### src/rtl/core/fdcd_pkg.sv
`timescale 1ns / 1ps
// ----------------------------------------------------------------------------
// fdcd_pkg
// Shared constants and helpers of the frame difference-hash change detector.
// ----------------------------------------------------------------------------
package fdcd_pkg;

    localparam int DEF_MAX_WIDTH  = 4096;
    localparam int DEF_MAX_HEIGHT = 4096;

    localparam int GRID       = 9;
    localparam int CELLS      = GRID * GRID;
    localparam int HASH_W     = 64;
    localparam int CFG_W      = 13;
    localparam int CFG_IDX_W  = 2;
    localparam int COUNT_W    = 7;
    localparam int QDEPTH     = 8;
    localparam int QPTR_W     = $clog2(QDEPTH);
    localparam int QCNT_W     = $clog2(QDEPTH + 1);
    localparam int DIVW       = 19;
    localparam int IN_TDATA_W = 24;
    localparam int OUT_TDATA_W = 80;

    localparam int CHG_LSB  = 64;
    localparam int CMP_BIT  = 71;
    localparam int PASS_BIT = 72;

    localparam logic [CFG_IDX_W-1:0] REG_WIDTH  = 2'd0;
    localparam logic [CFG_IDX_W-1:0] REG_HEIGHT = 2'd1;
    localparam logic [CFG_IDX_W-1:0] REG_ENABLE = 2'd2;
    localparam logic [CFG_IDX_W-1:0] REG_MIN    = 2'd3;

    localparam logic [CFG_W-1:0]   RST_WIDTH  = 13'd640;
    localparam logic [CFG_W-1:0]   RST_HEIGHT = 13'd480;
    localparam logic [COUNT_W-1:0] RST_MIN    = 7'd4;

    // Floor of v / 9 by a reciprocal multiply and one correction step.
    function automatic logic [DIVW-1:0] div9(input logic [DIVW-1:0] v);
        logic [DIVW+16:0] p;
        logic [DIVW-1:0]  q;
        logic [DIVW+3:0]  r;
        p = {17'd0, v} * {{DIVW{1'b0}}, 17'd116508};
        q = p[DIVW+16:20] == '0 ? '0 : DIVW'(p[DIVW+16:20]);
        r = {4'd0, v} - (DIVW+4)'(q) * (DIVW+4)'(GRID);
        if (r >= (DIVW+4)'(GRID))
        begin
            q = q + DIVW'(1);
        end
        return q;
    endfunction

endpackage

### src/rtl/core/fdcd_queue.sv
`timescale 1ns / 1ps
// ----------------------------------------------------------------------------
// fdcd_queue
// Short queue of finished frame hashes between intake and comparison.
// ----------------------------------------------------------------------------
module fdcd_queue
    import fdcd_pkg::*;
(
    input  logic               clk,
    input  logic               rst_n,
    input  logic               push,
    input  logic [HASH_W-1:0]  push_hash,
    input  logic               pop,
    output logic               not_empty,
    output logic [HASH_W-1:0]  head_hash,
    output logic [QCNT_W-1:0]  count
);

    logic [HASH_W-1:0] slot_reg [QDEPTH];
    logic [QPTR_W-1:0] wr_reg;
    logic [QPTR_W-1:0] rd_reg;
    logic [QCNT_W-1:0] count_reg;

    always_ff @(posedge clk or negedge rst_n)
    begin
        if (!rst_n)
        begin
            wr_reg    <= '0;
            rd_reg    <= '0;
            count_reg <= '0;
        end
        else
        begin
            if (push)
                wr_reg <= wr_reg + QPTR_W'(1);
            if (pop)
                rd_reg <= rd_reg + QPTR_W'(1);
            count_reg <= count_reg + QCNT_W'(push) - QCNT_W'(pop);
        end
    end

    always_ff @(posedge clk)
    begin
        if (push)
            slot_reg[wr_reg] <= push_hash;
    end

    assign not_empty = (count_reg != '0);
    assign head_hash = slot_reg[rd_reg];
    assign count     = count_reg;

endmodule

### config.mk
export PLATFORM = sky130hd
export DESIGN_NAME = fdcd_queue
export DESIGN_NICKNAME = d
export VERILOG_FILES = /design/src/rtl/core/fdcd_pkg.sv /design/src/rtl/core/fdcd_queue.sv
export SDC_FILE = /design/constraint.sdc
export NUM_CORES = 1
export LEC_CHECK = 0
export BUFFER_PORTS_ARGS = -buffer_cell sky130_fd_sc_hd__buf_4
export CORE_MARGIN = 4
export CORE_UTILIZATION = 35
export DETAILED_ROUTE_END_ITERATION = 7
export HOLD_SLACK_MARGIN = 0.02
export PLACE_DENSITY = 0.52
export SLEW_MARGIN = 40
export SYNTH_ARGS = -nofsm -noshare
export SYNTH_HDL_FRONTEND = slang
export SYNTH_SLANG_ARGS = --single-unit
### constraint.sdc
create_clock -name clk -period 5 [get_ports clk]
set_input_delay 0.25 -clock clk [delete_from_list [all_inputs] [get_ports clk]]
set_output_delay 0.25 -clock clk [all_outputs]
set_load 0.01 [all_outputs]
## Yosys cells after proc, flatten, opt, wreduce, memory -nomap -nowiden

Memory sizes are Yosys's and may differ from the RTL's.
Cells that the tools add are included.
Widths: inputs -> output; s select.

| word-level totals | value |
|---|---|
| bits in writable memories | 512 |
| register bits after elaboration | 10 |
| word-level logic and storage cells | 11 |
| memories kept | 1 |

| operators by class | value |
|---|---|
| add/sub/neg operators | 4 |
| muxes and demuxes | 2 |
| reduce and logical (&&, ||, !) cells | 1 |

Memory list:

| name | words | width | read ports | clocked after memory_dff | wr ports | line | source |
|---|---|---|---|---|---|---|---|
| slot_reg | 8 | 64 | 1 | 0 | 1 | fdcd_queue.sv:19 | `logic [HASH_W-1:0] slot_reg [QDEPTH];` |

Operator list:

| kind | count |
|---|---|
| $add 3x1->3 const B | 2 |
| $add 4x1->4 | 1 |
| $reduce_bool 4->1 | 1 |
| $sub 4x1->4 | 1 |
| $mux 1 | 2 |

## Logic depth before layout (Yosys ltp)

| depth | value |
|---|---|
| depth after elaboration | 2 |
| depth in mapped cells | 7 |
| gate-level depth less buffers | 7 |

## Worst setup path before layout

Ideal clock, no wire load.

| timing | value |
|---|---|
| path kind | register to register |
| start point | reg wr_reg[1] |
| end point | mem slot_reg[0][0] (enable) |
| required time | 4.435 ns |
| cell stages (with the launch flop) | 3 |
| clock period less this slack | 5.488 ns |
| path slack | -0.488 ns |
| arrival | 4.924 ns |
| cells stage by stage | dfrtp_1 -> nand2b_1 -> nor3_1 |

RTL lines:

| item | line | source |
|---|---|---|
| start: declaration | fdcd_queue.sv:20 | `logic [QPTR_W-1:0] wr_reg;` |
| start signal: assignment | fdcd_queue.sv:35 | `wr_reg <= wr_reg + QPTR_W'(1);` |
| end: declaration | fdcd_queue.sv:19 |  |

No word-level cell before the write port.

## Final worst setup path

| timing | value |
|---|---|
| start point | reg rd_reg[0] |
| end point | out head_hash[53] |

| on the way | value |
|---|---|
| cells in the longest elaborated chain, start to end | 1 |

Ends and longest elaborated chain:

| item | line | source |
|---|---|---|
| start: declaration | fdcd_queue.sv:21 | `logic [QPTR_W-1:0] rd_reg;` |
| start signal: assignment | fdcd_queue.sv:37 | `rd_reg <= rd_reg + QPTR_W'(1);` |
| $mem_v2 8x64 | - |  |
| end: declaration | fdcd_queue.sv:15 | `output logic [HASH_W-1:0] head_hash,` |

No other way between the ends.

==> reports/metrics.yaml <==
status: "completed"
grt_overflow: 0
setup.worst_path.start_class: "register"
final_max_slew_viol_count: 0
place_hpwl_mm: 22.7
largest_reg_flops: 512
cts_tree: "built"
ir_drop_mv: 0.376
grt_max_degree: 57
grt_pass1_vias: 9643
synth_flop_cell: "edfxtp_1"
htreeDepth: 2
ant_nets: 0
fin_worst_skew_ns: 0.0105
yosysTopAreaCell: "edfxtp_1"
wl_mm: 41.5
place.gp.congestion: 0.676
rsz0062_at_grt: "false"
wl_per_cell_um: 22.7
synthesis.nets: 867
yosysSeqAreaShare_pct: 79.1
total_power_uw: 14000
antenna_found_initial: 4
drive_above_1_share_pct: 40.6
synthesis.area_sq_um: 19800
placed_area_sq_um: 21900
yosysMostFrequentCell: "edfxtp_1"
arrival_ns: 2.98
relSlewSlack_pct: 51.8
die_y_um: 246
io_pins: 137
power_frac_clock_pct: 27.6
numCtsBuffers: 55
leakagePower_uw: 0.00797
tightest_slew_ns: 0.723
postCtsSetupBuffers: 0
drc: 0
postCtsHoldBufs: 68
cts_sinks: 522
via_per_inst: 4.83
ys_ff_latch: 522
timing.setup.tns_ns: 0
p_per_area_nw_per_um2: 577
fin_crit_ns: 3.23
hold_path.class: "primary input to register"
synthCells: 791
clock_latency_ns: 0.59
grt_pass1_wl_mm: 62.8
p_int_uw: 10100
final_area_sq_um: 24300
yosys-top-cells-count: "edfxtp_1, mux4_2, mux2_2"
ctsResizeCount: 0
critPathRequiredTime_ns: 4.75
share_seq_of_total_power_pct: 41.7
syn2layout_area_growth_pct: 23.3
nets: 1117
path_clk_slew_ns: 0.06
cts_root_buf: "clkbuf_16"
num_rows: 86
finalCritPeriodShare_pct: 64.7
crit_type: "register to output pin"
grtUsageTotal_pct: 13.9
crit_fanout: 50
hold_slack_ns: 0.432
synth_cell_type_count: 21
die_x_um: 246
core_area_sq_um: 55500
synth_area_leaders: "edfxtp_1, mux4_2, mux2_2, dfrtp_1, buf_6"
drt_iter0_drc: 483
finalHoldViolCount: 0
ys_warn_count: 0
avgSynthCellArea_sq_um: 25.0
finalSetupViolCount: 0
numPortBuffers: 136
synth_edf_count: 512
start_util_pct: 35.6
power.switching_uw: 3960
crit_path_end_kind: "output pin"
swShare_pct: 28.2
synth_top_area_share_pct: 77.8
cts.path.max_buffers: 3
firstDrtPassIters: 4
cap_viol_max_count: 0
dieArea_sq_um: 60300
via_count: 8842
max_freq_ghz: 0.309
combPwrFrac_pct: 30.7
async_reset_ff_share_pct: 1.92
==> cell families (layout without fill, tap and decap cells) <==
group,after synthesis,in the layout,synth area share (%)
flops,522,522,79.1
mux,194,194,18.4
buf+inv,43,332,1.29
simple gates,16,16,0.361
fa+ha+maj,8,8,0.545
xor+xnor,6,6,0.266
compound gates,2,2,0.0633
other cells,0,3,0
==> per-layer routing <==
layer  GRT usage, %  vias up  wire length (um)
met5              0        -                13
met4           3.94        2               869
met3           2.85       61              1710
met2           22.1      164             19900
met1           19.7     4733             19000
li1               -     3882                 -
==> worst max-delay path, stage by stage, from the launching register on <==
cell and delay (ns):
dfrtp_4 0.87, buf_12 0.43, mux4_2 0.56, mux2_2 0.31, buf_4 0.15
==> cells in the final DEF (no fill, tap or decap), types with 4 or more instances in the layout <==
cell	Yosys	layout
mux2_2	66	66
ha_1	7	7
nand2_1	4	4
dlygate4sd3_1	0	68
clkinv_1	0	10
clkbuf_1	10	12
inv_1	8	8
nor2_4	0	6
edfxtp_1	512	512
buf_4	2	146
clkbuf_16	0	59
dfrtp_1	10	7
buf_12	0	8
buf_16	0	4
mux4_2	128	128
clkinv_2	0	9
==> stage by stage <==
stage	setup slack, ns	std cells	util (%)
after floorplan	1.21	791	-
after global placement	2.25	1657	39.2
after detailed placement	2.26	1663	39.5
after CTS	1.62	1827	43.8
after global routing	1.52	1829	43.8
final	1.77	1831	43.8
==> power groups by stage <==
stage                     Clock [uW]  Sequential [uW]  Combinational (uW)
final                           3870             5850                4310
after global routing            4180             5920                4690
after detailed placement           0             6010                4350
after floorplan                    0             5750                2830
after global placement             0             6000                4300
after CTS                       4000             5920                4410
==> final timing paths <==
| path | startpoint | end | slack (ns) | cells after the start |
|---|---|---|---|---|
| min | push_hash[52] | slot_reg[4][52] | 0.43 | 2 |
| max | rd_reg[0] | head_hash[53] | 1.77 | 4 |
| max in group asynchronous | rst_n | rd_reg[0] | 3.80 | 3 |
| min in group asynchronous | rst_n | count[0] | 0.74 | 3 |
| min reg2reg | wr_reg[1] | wr_reg[1] | 0.56 | 1 |
| max reg2reg | wr_reg[1] | slot_reg[2][37] | 2.62 | 4 |
==> area by class of cell <==
type	instances	area (sq um)
tap	748	936
fill	4818	31200
clock buffer	72	1540
multi-input combinational	226	3940
clock inverter	24	188
inverter	8	30.0
sequential	522	15600
timing repair buffer	228	2070
antenna	3	7.51
No activity file was read; power rests on OpenSTA's default activity.
