===== config.mk =====
export PLATFORM = sky130hd
export DESIGN_NAME = fdcd_back
export DESIGN_NICKNAME = d
export VERILOG_FILES = /design/src/rtl/core/fdcd_pkg.sv /design/src/rtl/core/fdcd_back.sv
export SDC_FILE = /design/constraint.sdc
export NUM_CORES = 1
export LEC_CHECK = 0
export BUFFER_PORTS_ARGS = -buffer_cell sky130_fd_sc_hd__buf_4
export CORE_MARGIN = 1
export CORE_UTILIZATION = 62
export CTS_CLUSTER_SIZE = 20
export DETAILED_ROUTE_END_ITERATION = 7
export GPL_TIMING_DRIVEN = 0
export HOLD_SLACK_MARGIN = 0.06
export PLACE_DENSITY = 0.86
export SLEW_MARGIN = 20
export SYNTH_ARGS = -nofsm -noshare
export SYNTH_HDL_FRONTEND = slang
export SYNTH_SLANG_ARGS = --single-unit

===== constraint.sdc =====
create_clock -name clk -period 6.3 [get_ports clk]
set_input_delay 1.26 -clock clk [delete_from_list [all_inputs] [get_ports clk]]
set_output_delay 1.26 -clock clk [all_outputs]
set_load 0.01 [all_outputs]

===== src/rtl/core/fdcd_pkg.sv =====
`timescale 1ns / 1ps
// ----------------------------------------------------------------------------
// fdcd_pkg
// Shared constants and helpers of the frame difference-hash change detector.
// ----------------------------------------------------------------------------
package fdcd_pkg;

    localparam int DEF_MAX_WIDTH  = 4096;
    localparam int DEF_MAX_HEIGHT = 4096;

    localparam int GRID       = 9;
    localparam int CELLS      = GRID * GRID;
    localparam int HASH_W     = 64;
    localparam int CFG_W      = 13;
    localparam int CFG_IDX_W  = 2;
    localparam int COUNT_W    = 7;
    localparam int QDEPTH     = 8;
    localparam int QPTR_W     = $clog2(QDEPTH);
    localparam int QCNT_W     = $clog2(QDEPTH + 1);
    localparam int DIVW       = 19;
    localparam int IN_TDATA_W = 24;
    localparam int OUT_TDATA_W = 80;

    localparam int CHG_LSB  = 64;
    localparam int CMP_BIT  = 71;
    localparam int PASS_BIT = 72;

    localparam logic [CFG_IDX_W-1:0] REG_WIDTH  = 2'd0;
    localparam logic [CFG_IDX_W-1:0] REG_HEIGHT = 2'd1;
    localparam logic [CFG_IDX_W-1:0] REG_ENABLE = 2'd2;
    localparam logic [CFG_IDX_W-1:0] REG_MIN    = 2'd3;

    localparam logic [CFG_W-1:0]   RST_WIDTH  = 13'd640;
    localparam logic [CFG_W-1:0]   RST_HEIGHT = 13'd480;
    localparam logic [COUNT_W-1:0] RST_MIN    = 7'd4;

    // Floor of v / 9 by a reciprocal multiply and one correction step.
    function automatic logic [DIVW-1:0] div9(input logic [DIVW-1:0] v);
        logic [DIVW+16:0] p;
        logic [DIVW-1:0]  q;
        logic [DIVW+3:0]  r;
        p = {17'd0, v} * {{DIVW{1'b0}}, 17'd116508};
        q = p[DIVW+16:20] == '0 ? '0 : DIVW'(p[DIVW+16:20]);
        r = {4'd0, v} - (DIVW+4)'(q) * (DIVW+4)'(GRID);
        if (r >= (DIVW+4)'(GRID))
        begin
            q = q + DIVW'(1);
        end
        return q;
    endfunction

endpackage


===== src/rtl/core/fdcd_back.sv =====
`timescale 1ns / 1ps
// ----------------------------------------------------------------------------
// fdcd_back
// Compares each hash, while detection is enabled, with the last hash stored and presents the result beat.
// ----------------------------------------------------------------------------
module fdcd_back
    import fdcd_pkg::*;
(
    input  logic                    clk,
    input  logic                    rst_n,
    input  logic                    detect_enable,
    input  logic [COUNT_W-1:0]      min_changed_bits,
    input  logic                    q_not_empty,
    input  logic [HASH_W-1:0]       q_hash,
    output logic                    pop,
    output logic                    m_tvalid,
    input  logic                    m_tready,
    output logic [OUT_TDATA_W-1:0]  m_tdata
);

    logic [HASH_W-1:0] prev_reg;
    logic              s1_valid_reg;
    logic [HASH_W-1:0] s1_hash_reg;
    logic [3:0]        s1_part_reg [8];
    logic              s1_cmp_reg;
    logic              out_valid_reg;
    logic [OUT_TDATA_W-1:0] out_data_reg;

    logic              s1_adv;
    logic [HASH_W-1:0] diff;
    logic [3:0]        part [8];
    logic [COUNT_W-1:0] total;
    logic [COUNT_W-1:0] chg;

    assign s1_adv = s1_valid_reg && (!out_valid_reg || m_tready);
    assign pop    = q_not_empty && (!s1_valid_reg || s1_adv);
    assign diff   = q_hash ^ prev_reg;

    always_comb
    begin
        for (int k = 0; k < 8; k++)
        begin
            part[k] = '0;
            for (int j = 0; j < 8; j++)
            begin
                part[k] = part[k] + 4'(diff[k*8+j]);
            end
        end
        total = '0;
        for (int k = 0; k < 8; k++)
        begin
            total = total + COUNT_W'(s1_part_reg[k]);
        end
        chg = s1_cmp_reg ? total : '0;
    end

    always_ff @(posedge clk or negedge rst_n)
    begin
        if (!rst_n)
        begin
            prev_reg      <= '0;
            s1_valid_reg  <= 1'b0;
            out_valid_reg <= 1'b0;
        end
        else
        begin
            if (pop)
                s1_valid_reg <= 1'b1;
            else if (s1_adv)
                s1_valid_reg <= 1'b0;
            if (s1_adv)
                out_valid_reg <= 1'b1;
            else if (m_tready)
                out_valid_reg <= 1'b0;
            if (pop && detect_enable)
                prev_reg <= q_hash;
        end
    end

    always_ff @(posedge clk)
    begin
        if (pop)
        begin
            s1_hash_reg <= q_hash;
            s1_part_reg <= part;
            s1_cmp_reg  <= detect_enable && (prev_reg != '0);
        end
        if (s1_adv)
        begin
            out_data_reg <= {7'd0,
                             !s1_cmp_reg || (chg >= min_changed_bits),
                             s1_cmp_reg, chg, s1_hash_reg};
        end
    end

    assign m_tvalid = out_valid_reg;
    assign m_tdata  = out_data_reg;

endmodule


### Yosys cells after proc, flatten, opt, wreduce, memory -nomap -nowiden

Cells that the tools add are included.

| word-level totals | value |
|---|---|
| bits of input ports | 76 |
| bits in latches | 0 |
| register bits after elaboration | 236 |
| output and inout port bits | 82 |
| bits in writable memories | 0 |
| memories | 0 |
| memory bits (read-only) | 0 |
| logic and storage cells | 97 |

| cells by class | value |
|---|---|
| add/sub/neg operators | 63 |
| equal/unequal tests | 0 |
| div/mod/pow operators | 0 |
| shift-type cells | 0 |
| reduce and logical (&&, ||, !) cells | 13 |
| muxes and demuxes | 5 |
| magnitude comparators | 1 |
| multiply operators | 0 |
| bitwise gates (word level) | 1 |

Operator list:

| kind | number |
|---|---|
| $add A4 B1 Y4 | 32 |
| $reduce_bool A64 Y1 | 1 |
| $xor A64 B64 Y64 | 1 |
| $add A3 B1 Y4 | 8 |
| $add A7 B4 Y7 | 4 |
| $add A2 B1 Y3 | 8 |
| $add A1 B1 Y2 | 8 |
| $add A6 B4 Y7 | 1 |
| $ge A7 B7 Y1 | 1 |
| $mux W7 | 1 |
| $add A5 B4 Y6 | 1 |
| $add A4 B4 Y5 | 1 |
| $logic_and A1 B1 Y1 | 4 |
| $mux W1 | 4 |
| $reduce_bool A2 Y1 | 2 |
| $logic_not A1 Y1 | 3 |
| $logic_or A1 B1 Y1 | 3 |

### Depth between registers and ports, before layout

Gate-level depths: netlist (run 1).

| depth | value |
|---|---|
| word-level depth | 10 |
| mapped depth | 17 |
| mapped depth without buffers | 17 |

### Worst setup path after synthesis (run 1)

No wires, ideal clock.

| timing path | value |
|---|---|
| path kind | input-to-output |
| start point | input port m_tready |
| end point | output port pop |
| arrival | 3.041 ns |
| slack | 1.999 ns |
| path buffers | 0 |
| data required time | 5.040 ns |
| stages on the path | 2 |
| cell sequence | nor2b_4 > a21boi_4 |

| on the way | value |
|---|---|
| longest elaborated chain between the ends | 4 |

Ends and longest elaborated chain:

| item | line | RTL |
|---|---|---|
| from (decl) | fdcd_back.sv:17 | `input logic m_tready,` |
| $logic_or A1 B1 Y1 | fdcd_back.sv:35 | `assign s1_adv = s1_valid_reg && (!out_valid_reg \|\| m_tready);` |
| $logic_and A1 B1 Y1 | fdcd_back.sv:35 |  |
| $logic_or A1 B1 Y1 | fdcd_back.sv:36 | `assign pop = q_not_empty && (!s1_valid_reg \|\| s1_adv);` |
| $logic_and A1 B1 Y1 | fdcd_back.sv:36 |  |
| to (decl) | fdcd_back.sv:15 | `output logic pop,` |

Every way passes these cells.

### Worst setup path in the final report (run 1)

| timing path | value |
|---|---|
| start point | register s1_part_reg[3] (netlist name) |
| end point | register out_data_reg[72], in the netlist m_tdata[72], data pin |

| on the way | value |
|---|---|
| longest elaborated chain between the ends | 4 |

Ends and longest elaborated chain:

| item | line | RTL |
|---|---|---|
| from (decl) | fdcd_back.sv:24 | `logic [3:0] s1_part_reg [8];` |
| from (signal assigned) | fdcd_back.sv:85 | `s1_part_reg <= part;` |
| $add A7 B4 Y7 | fdcd_back.sv:52 | `total = total + COUNT_W'(s1_part_reg[k]);` |
| $mux W7 | fdcd_back.sv:54 | `chg = s1_cmp_reg ? total : '0;` |
| net chg[5] | fdcd_back.sv:33 | `logic [COUNT_W-1:0] chg;` |
| $ge A7 B7 Y1 | fdcd_back.sv:91 | `!s1_cmp_reg \|\| (chg >= min_changed_bits),` |
| $logic_or A1 B1 Y1 | fdcd_back.sv:91 |  |
| to (signal assigned) | fdcd_back.sv:90 | `out_data_reg <= {7'd0,` |
| to (decl) | fdcd_back.sv:27 | `logic [OUT_TDATA_W-1:0] out_data_reg;` |

The timed path passes the listed nets, and every way through them passes these cells.
A chain may end at the register's enable or synchronous reset.

==> results of run 1 <==
kinds of logic (layout without fill, tap and decap cells):
family	Yosys count	after routing	share of synthesized area
compound gates	20	20	0.01260
xor+xnor	74	74	0.06043
fa+ha+maj	93	93	0.1470
buf+inv	67	269	0.03500
flops	236	236	0.6300
mux	64	64	0.08819
other cells	1	7	0.0003496
simple gates	42	42	0.02648
per-stage QoR:
step | cell area, µm² | hold WS [ns] | setup slack (ns)
after floorplan | 10750 | 0.4003 | 1.999
after global placement | 12150 | 0.4017 | 0.9239
after detailed placement | 12300 | 0.4052 | 1.794
after CTS | 13190 | 0.4200 | 1.676
after global routing | 13190 | 0.4235 | 1.507
final | 13190 | 0.4176 | 1.689
layer usage:
layer  part of all wire  vias to the layer above  GRT usage
li1                   -                     2477          -
met1               0.39                     2858     0.3172
met2               0.54                      155     0.4491
met3              0.046                       41    0.04033
met4              0.024                        0    0.07134
met5                  0                        -          0
report_power, final:
part           total, mW  internal [mW]  switching, mW
Sequential          2.35           2.17          0.180
Combinational       4.21           1.99           2.22
Clock               1.57          0.953          0.619
area by class of cell:
| type | count | area [µm²] | share of cell area |
|---|---|---|---|
| repair buffers | 156 | 1271 | 0.09640 |
| plain buffers | 13 | 172.7 | 0.01309 |
| flip-flops and latches | 236 | 6756 | 0.5124 |
| well taps | 220 | 275.3 | 0.02087 |
| clock buffers | 27 | 643.1 | 0.04877 |
| multi-input cells | 300 | 3617 | 0.2743 |
| inverters | 54 | 202.7 | 0.01537 |
| clock inverters | 19 | 247.7 | 0.01879 |
layout by cell type (no fill, tap or decap), types with 7 or more instances in the layout:
master and count:
nor4_1 16, edfxtp_1 170, mux2_4 60, buf_4 157, ha_1 38, fa_1 55
nor2b_1 10, dfrtp_1 66, xnor2_1 10, xor2_1 64, buf_12 7, conb_1 7
clkbuf_16 25, a21oi_1 12, inv_1 54
synth_stat cells, drive strengths merged:
library cell	instances
and2b	1
buf	13
mux2	64
or2	1
nand2	2
fa	55
xnor2	10
nand4	5
ha	38
o2111ai	1
and2	5
o21ai	1
o41a	1
inv	54
conb	1
nand2b	1
xor2	64
edfxtp	170
a21boi	1
a21o	4
a21oi	12
nor4	16
nor2b	11
dfrtp	66
critical path, delay by kind of cell, from the launching register on:
family                     cells  cell delay [ns]
buffers and inverters          2             0.13
xor gates and xnor gates       1             0.15
DFF                            1             0.42
adders and majority gates      6             2.67
AOI/OAI and AO/OA              4             0.64
and+or+nand+nor                2             0.31
final timing paths:
| path | end | slack (ns) | depth (start not counted) |
|---|---|---|---|
| setup / recovery | m_tdata[72] | 1.69 | 15 |
| hold / removal | m_tdata[54] | 0.42 | 0 |
| setup reg to reg | m_tdata[72] | 1.69 | 15 |
| hold reg to reg | m_tdata[54] | 0.42 | 0 |
| max in group asynchronous | prev_reg[55] | 4.84 | 1 |
| min in group asynchronous | prev_reg[17] | 0.86 | 1 |
==> results.json, run 1 <==
{
  "fmax_ghz": 0.2169,
  "powerDensity_mw_per_mm2": 616.8,
  "tightest_slew_ns": 0.8910,
  "r2r-start": "s1_part_reg[3]",
  "grt_pass1_wl_mm": 33.52,
  "criticalPathCategory": "flip-flop to flip-flop",
  "hold_violations": 0,
  "vias_per_cell": 5.396,
  "grt_max_degree": 67,
  "root_buffer": "clkbuf_16",
  "yosys-top-cells-area": "edfxtp_1, dfrtp_1, fa_1",
  "cp.arrival_ns": 4.85,
  "h-tree-depth": 1,
  "slowest_delay_ns": 0.55,
  "placedCellCount": 979,
  "crit_path_top_delay_cell": "fa_1",
  "first_pass_iters": 4,
  "grtUsageTotal": 0.2509,
  "start_kind": "flip-flop",
  "peakVddDrop_v": 0.001012,
  "slew_headroom": 0.4060,
  "stdcell_count": 1025,
  "fp-row-count": 47,
  "netlist_area_mm2": 0.01073,
  "cp_max_fo": 2,
  "tritoncts": "done",
  "insertion_delay_ns": 0.53,
  "postRouteAntennaNets": 0,
  "initial_utilization": 0.6399,
  "cp_common_cell": "fa_1",
  "fin_crit_sh": 0.7319,
  "largest_reg_flops": 73,
  "drive_gt1_frac": 0.3516,
  "syn_inst": 597,
  "antenna_found_initial": 0,
  "cts_buffers": 25,
  "setup_viol_count_final": 0,
  "yosysTopAreaCellShare": 0.4760,
  "area_growth_pct": 22.95,
  "cts_hold_buf": 0,
  "finClkSkew_ns": 0.01853,
  "fillers": 898,
  "clock-sinks": 236,
  "grt_pass1_vias": 6149,
  "synth_top_cell_by_area": "edfxtp_1",
  "rsz0062_at_grt": "no",
  "finalMaxSlewViolations": 0,
  "ys_ff_latch": 236,
  "leakage_nw": 5.729,
  "synth-seq-area-share": 0.6300,
  "synthDistinctLibCells": 29,
  "cap_violations": 0,
  "cp-end-kind": "flip-flop",
  "power_mw": 8.133,
  "min_period_ns": 4.611,
  "place_congestion": 0.8175,
  "drt_iter0_drc": 313,
  "vias": 5531,
  "status": "completed",
  "postCtsSetupBuffers": 0,
  "design.die.area_mm2": 0.01783,
  "nets": 955,
  "clkTransAtPathRegs_ns": 0.06,
  "die_h_um": 133.5,
  "startpoint": "s1_part_reg[3]",
  "yosys_warnings": 0,
  "final_core_util": 0.7868,
  "tns_ns": 0,
  "clk_path_buf_depth": 3,
  "fp.dieW_um": 133.5,
  "route.detailed.drc": 0,
  "routed_wl_mm": 21.53,
  "hold_class": "flip-flop to flip-flop",
  "worstPathRequired_ns": 6.54,
  "hold_start": "s1_hash_reg[54]",
  "io_pins": 158,
  "detailed_place_hpwl_mm": 14.89,
  "cts_resized": 0,
  "gr-total-overflow": 0,
  "port-buffer-count": 150,
  "syn_avg_cell_area_um2": 17.97,
  "cp_cell_sequence": "fa_1 > inv_1 > fa_1 > fa_1 > fa_1 > inv_1 > ha_1 > a21o_1 > a21oi_1 > xnor2_1 > and2_1 > ha_1 > nor2b_1 > o21ai_0 > o2111ai_1",
  "n_antenna_cell": 0,
  "core_area_mm2": 0.01676,
  "avgRoutedWirePerCell_um": 21.01
}
Note: power is estimated with default switching activity, not from simulation.
==> inputs of run 2 (changes only) <==
CORE_UTILIZATION = 57   (was 62)
PLACE_DENSITY = 0.8   (was 0.86)
clock period = 4.7 ns   (was 6.3 ns; I/O delays follow)
==> run 2 against run 1 <==
Net effect: worst hold slack got worse by 0.0012 ns; power increased by 34%; clock skew decreased by 0.0037 ns; fmax increased by 3.7%; highest routed layer unchanged; die area increased by 8.6%; sequential share of layout area about the same; the flow now finishes with violations (design-rule violations).
==> results.json, run 2 (synthesis results as in run 1) <==
{
  "reg2reg_setup_slack_ns": 0.25,
  "grt_max_degree": 67,
  "grtUsageTotal": 0.2234,
  "fmax_ghz": 0.2248,
  "tritoncts": "done",
  "clk_path_buf_depth": 3,
  "start_kind": "flip-flop",
  "worstPathRequired_ns": 4.95,
  "avgRoutedWirePerCell_um": 20.04,
  "setup_viol_count_final": 0,
  "reg2reg_depth": 15,
  "insertion_delay_ns": 0.52,
  "clkTransAtPathRegs_ns": 0.07,
  "cap_violations": 0,
  "powerDensity_mw_per_mm2": 829.3,
  "vias": 5472,
  "die_h_um": 139.2,
  "core_area_mm2": 0.01821,
  "leakage_nw": 5.709,
  "drive_gt1_frac": 0.3537,
  "grt_pass1_wl_mm": 32.96,
  "clock-sinks": 236,
  "cp.arrival_ns": 4.69,
  "finalMaxSlewViolations": 0,
  "largest_reg_flops": 73,
  "vias_per_cell": 5.302,
  "cp_max_fo": 2,
  "cp-end-kind": "flip-flop",
  "finClkSkew_ns": 0.01479,
  "hold_end": "m_tdata[15]",
  "r2r-start": "s1_part_reg[3]",
  "h-tree-depth": 1,
  "hold_class": "flip-flop to flip-flop",
  "fp.dieW_um": 139.2,
  "crit_path_top_delay_cell": "fa_1",
  "nets": 954,
  "io_pins": 158,
  "min_period_ns": 4.447,
  "antenna_found_initial": 0,
  "route.detailed.drc": 11,
  "criticalPathCategory": "flip-flop to flip-flop",
  "initial_utilization": 0.5890,
  "multiInputGateArea_mm2": 0.003638,
  "hold_violations": 0,
  "cts_hold_buf": 0,
  "detailed_place_hpwl_mm": 15.03,
  "tightest_slew_ns": 0.8645,
  "violations": "design-rule violations",
  "cts_buffers": 24,
  "grt_pass1_vias": 6078,
  "drt_iter0_drc": 255,
  "layout_commonest_cell": "edfxtp_1",
  "place_area_mm2": 0.01232,
  "seqCellArea_mm2": 0.006756,
  "design.die.area_mm2": 0.01937,
  "port-buffer-count": 150,
  "fin_area_mm2": 0.01319,
  "holdWs_ns": 0.4165,
  "hold_start": "s1_hash_reg[15]",
  "tns_ns": 0,
  "gr-total-overflow": 0,
  "slowest_delay_ns": 0.56,
  "area_growth_pct": 22.97,
  "cp_common_cell": "fa_1",
  "rsz0062_at_grt": "no",
  "cts_resized": 0,
  "postRouteAntennaNets": 0,
  "place_congestion": 0.8288,
  "fillers": 1085,
  "first_pass_iters": 8,
  "r2r_end": "m_tdata[72]",
  "holdPathStages": 0,
  "n_antenna_cell": 0,
  "status": "complete, but fails checks",
  "slew_headroom": 0.4236,
  "root_buffer": "clkbuf_16",
  "peakVddDrop_v": 0.001184,
  "cp_cell_sequence": "fa_1 > inv_1 > fa_1 > fa_1 > fa_1 > inv_1 > ha_1 > a21o_1 > a21oi_1 > xnor2_1 > and2_1 > ha_1 > nor2b_1 > o21ai_1 > o2111ai_1",
  "fp-row-count": 49,
  "postCtsSetupBuffers": 0,
  "routed_wl_mm": 20.69,
  "fin_crit_sh": 0.9463,
  "layout_common_cells": "edfxtp_1, buf_4, dfrtp_1"
}
run 2: report_power, final:
part           total (mW)  internal [mW]  switching [mW]
clock                2.01           1.22           0.796
combinational        5.79           2.78            3.00
sequential           3.14           2.91           0.229
total                10.9           6.91            4.03
run 2: worst max path at each step:
stage | start | endpoint | depth (start not counted)
after floorplan | s1_part_reg[1] | m_tdata[72] | 15
after global placement | m_tready | pop | 4
after detailed placement | s1_part_reg[1] | m_tdata[72] | 15
after CTS | s1_part_reg[1] | m_tdata[72] | 15
after global routing | s1_part_reg[3] | m_tdata[72] | 15
final | s1_part_reg[3] | m_tdata[72] | 15
run 2: per-stage QoR:
stage	total power [mW]	utilization	std cells	setup WS (ns)
3_5_place_dp	8.684	0.6766	988	0.1502
6_report	10.94	0.7243	1032	0.2525
3_3_place_gp	8.205	0.6678	982	-0.03876
5_1_grt	12.02	0.7243	1032	0.03758
4_1_cts	10.80	0.7232	1032	0.1149
2_1_floorplan	7.148	-	603	0.4021
run 2: worst max-delay path, delay by kind of cell, from the launching register on:
kind / cells / cell delay (ns)
AOI/OAI and AO/OA: 4 / 0.54
buffers and inverters: 2 / 0.13
adders and majority gates: 6 / 2.66
xor gates and xnor gates: 1 / 0.14
and+or+nand+nor: 2 / 0.31
DFF: 1 / 0.40
run 2: layer usage:
layer  global-route usage  vias up  share of wire
met4              0.07310        0          0.027
met3              0.05180       45          0.059
li1                     -     2484              -
met2               0.3854      168           0.51
met1               0.2799     2775           0.40
met5                    0        -              0
run 2: final cells by class:
| type | count | share of cell area |
|---|---|---|
| inverter | 54 | 0.01537 |
| timing repair buffer | 156 | 0.09733 |
| buffer | 13 | 0.01309 |
| clock inverter | 19 | 0.01850 |
| multi-input combinational | 300 | 0.2759 |
| tap | 229 | 0.02172 |
| sequential | 236 | 0.5123 |
| clock buffer | 25 | 0.04582 |
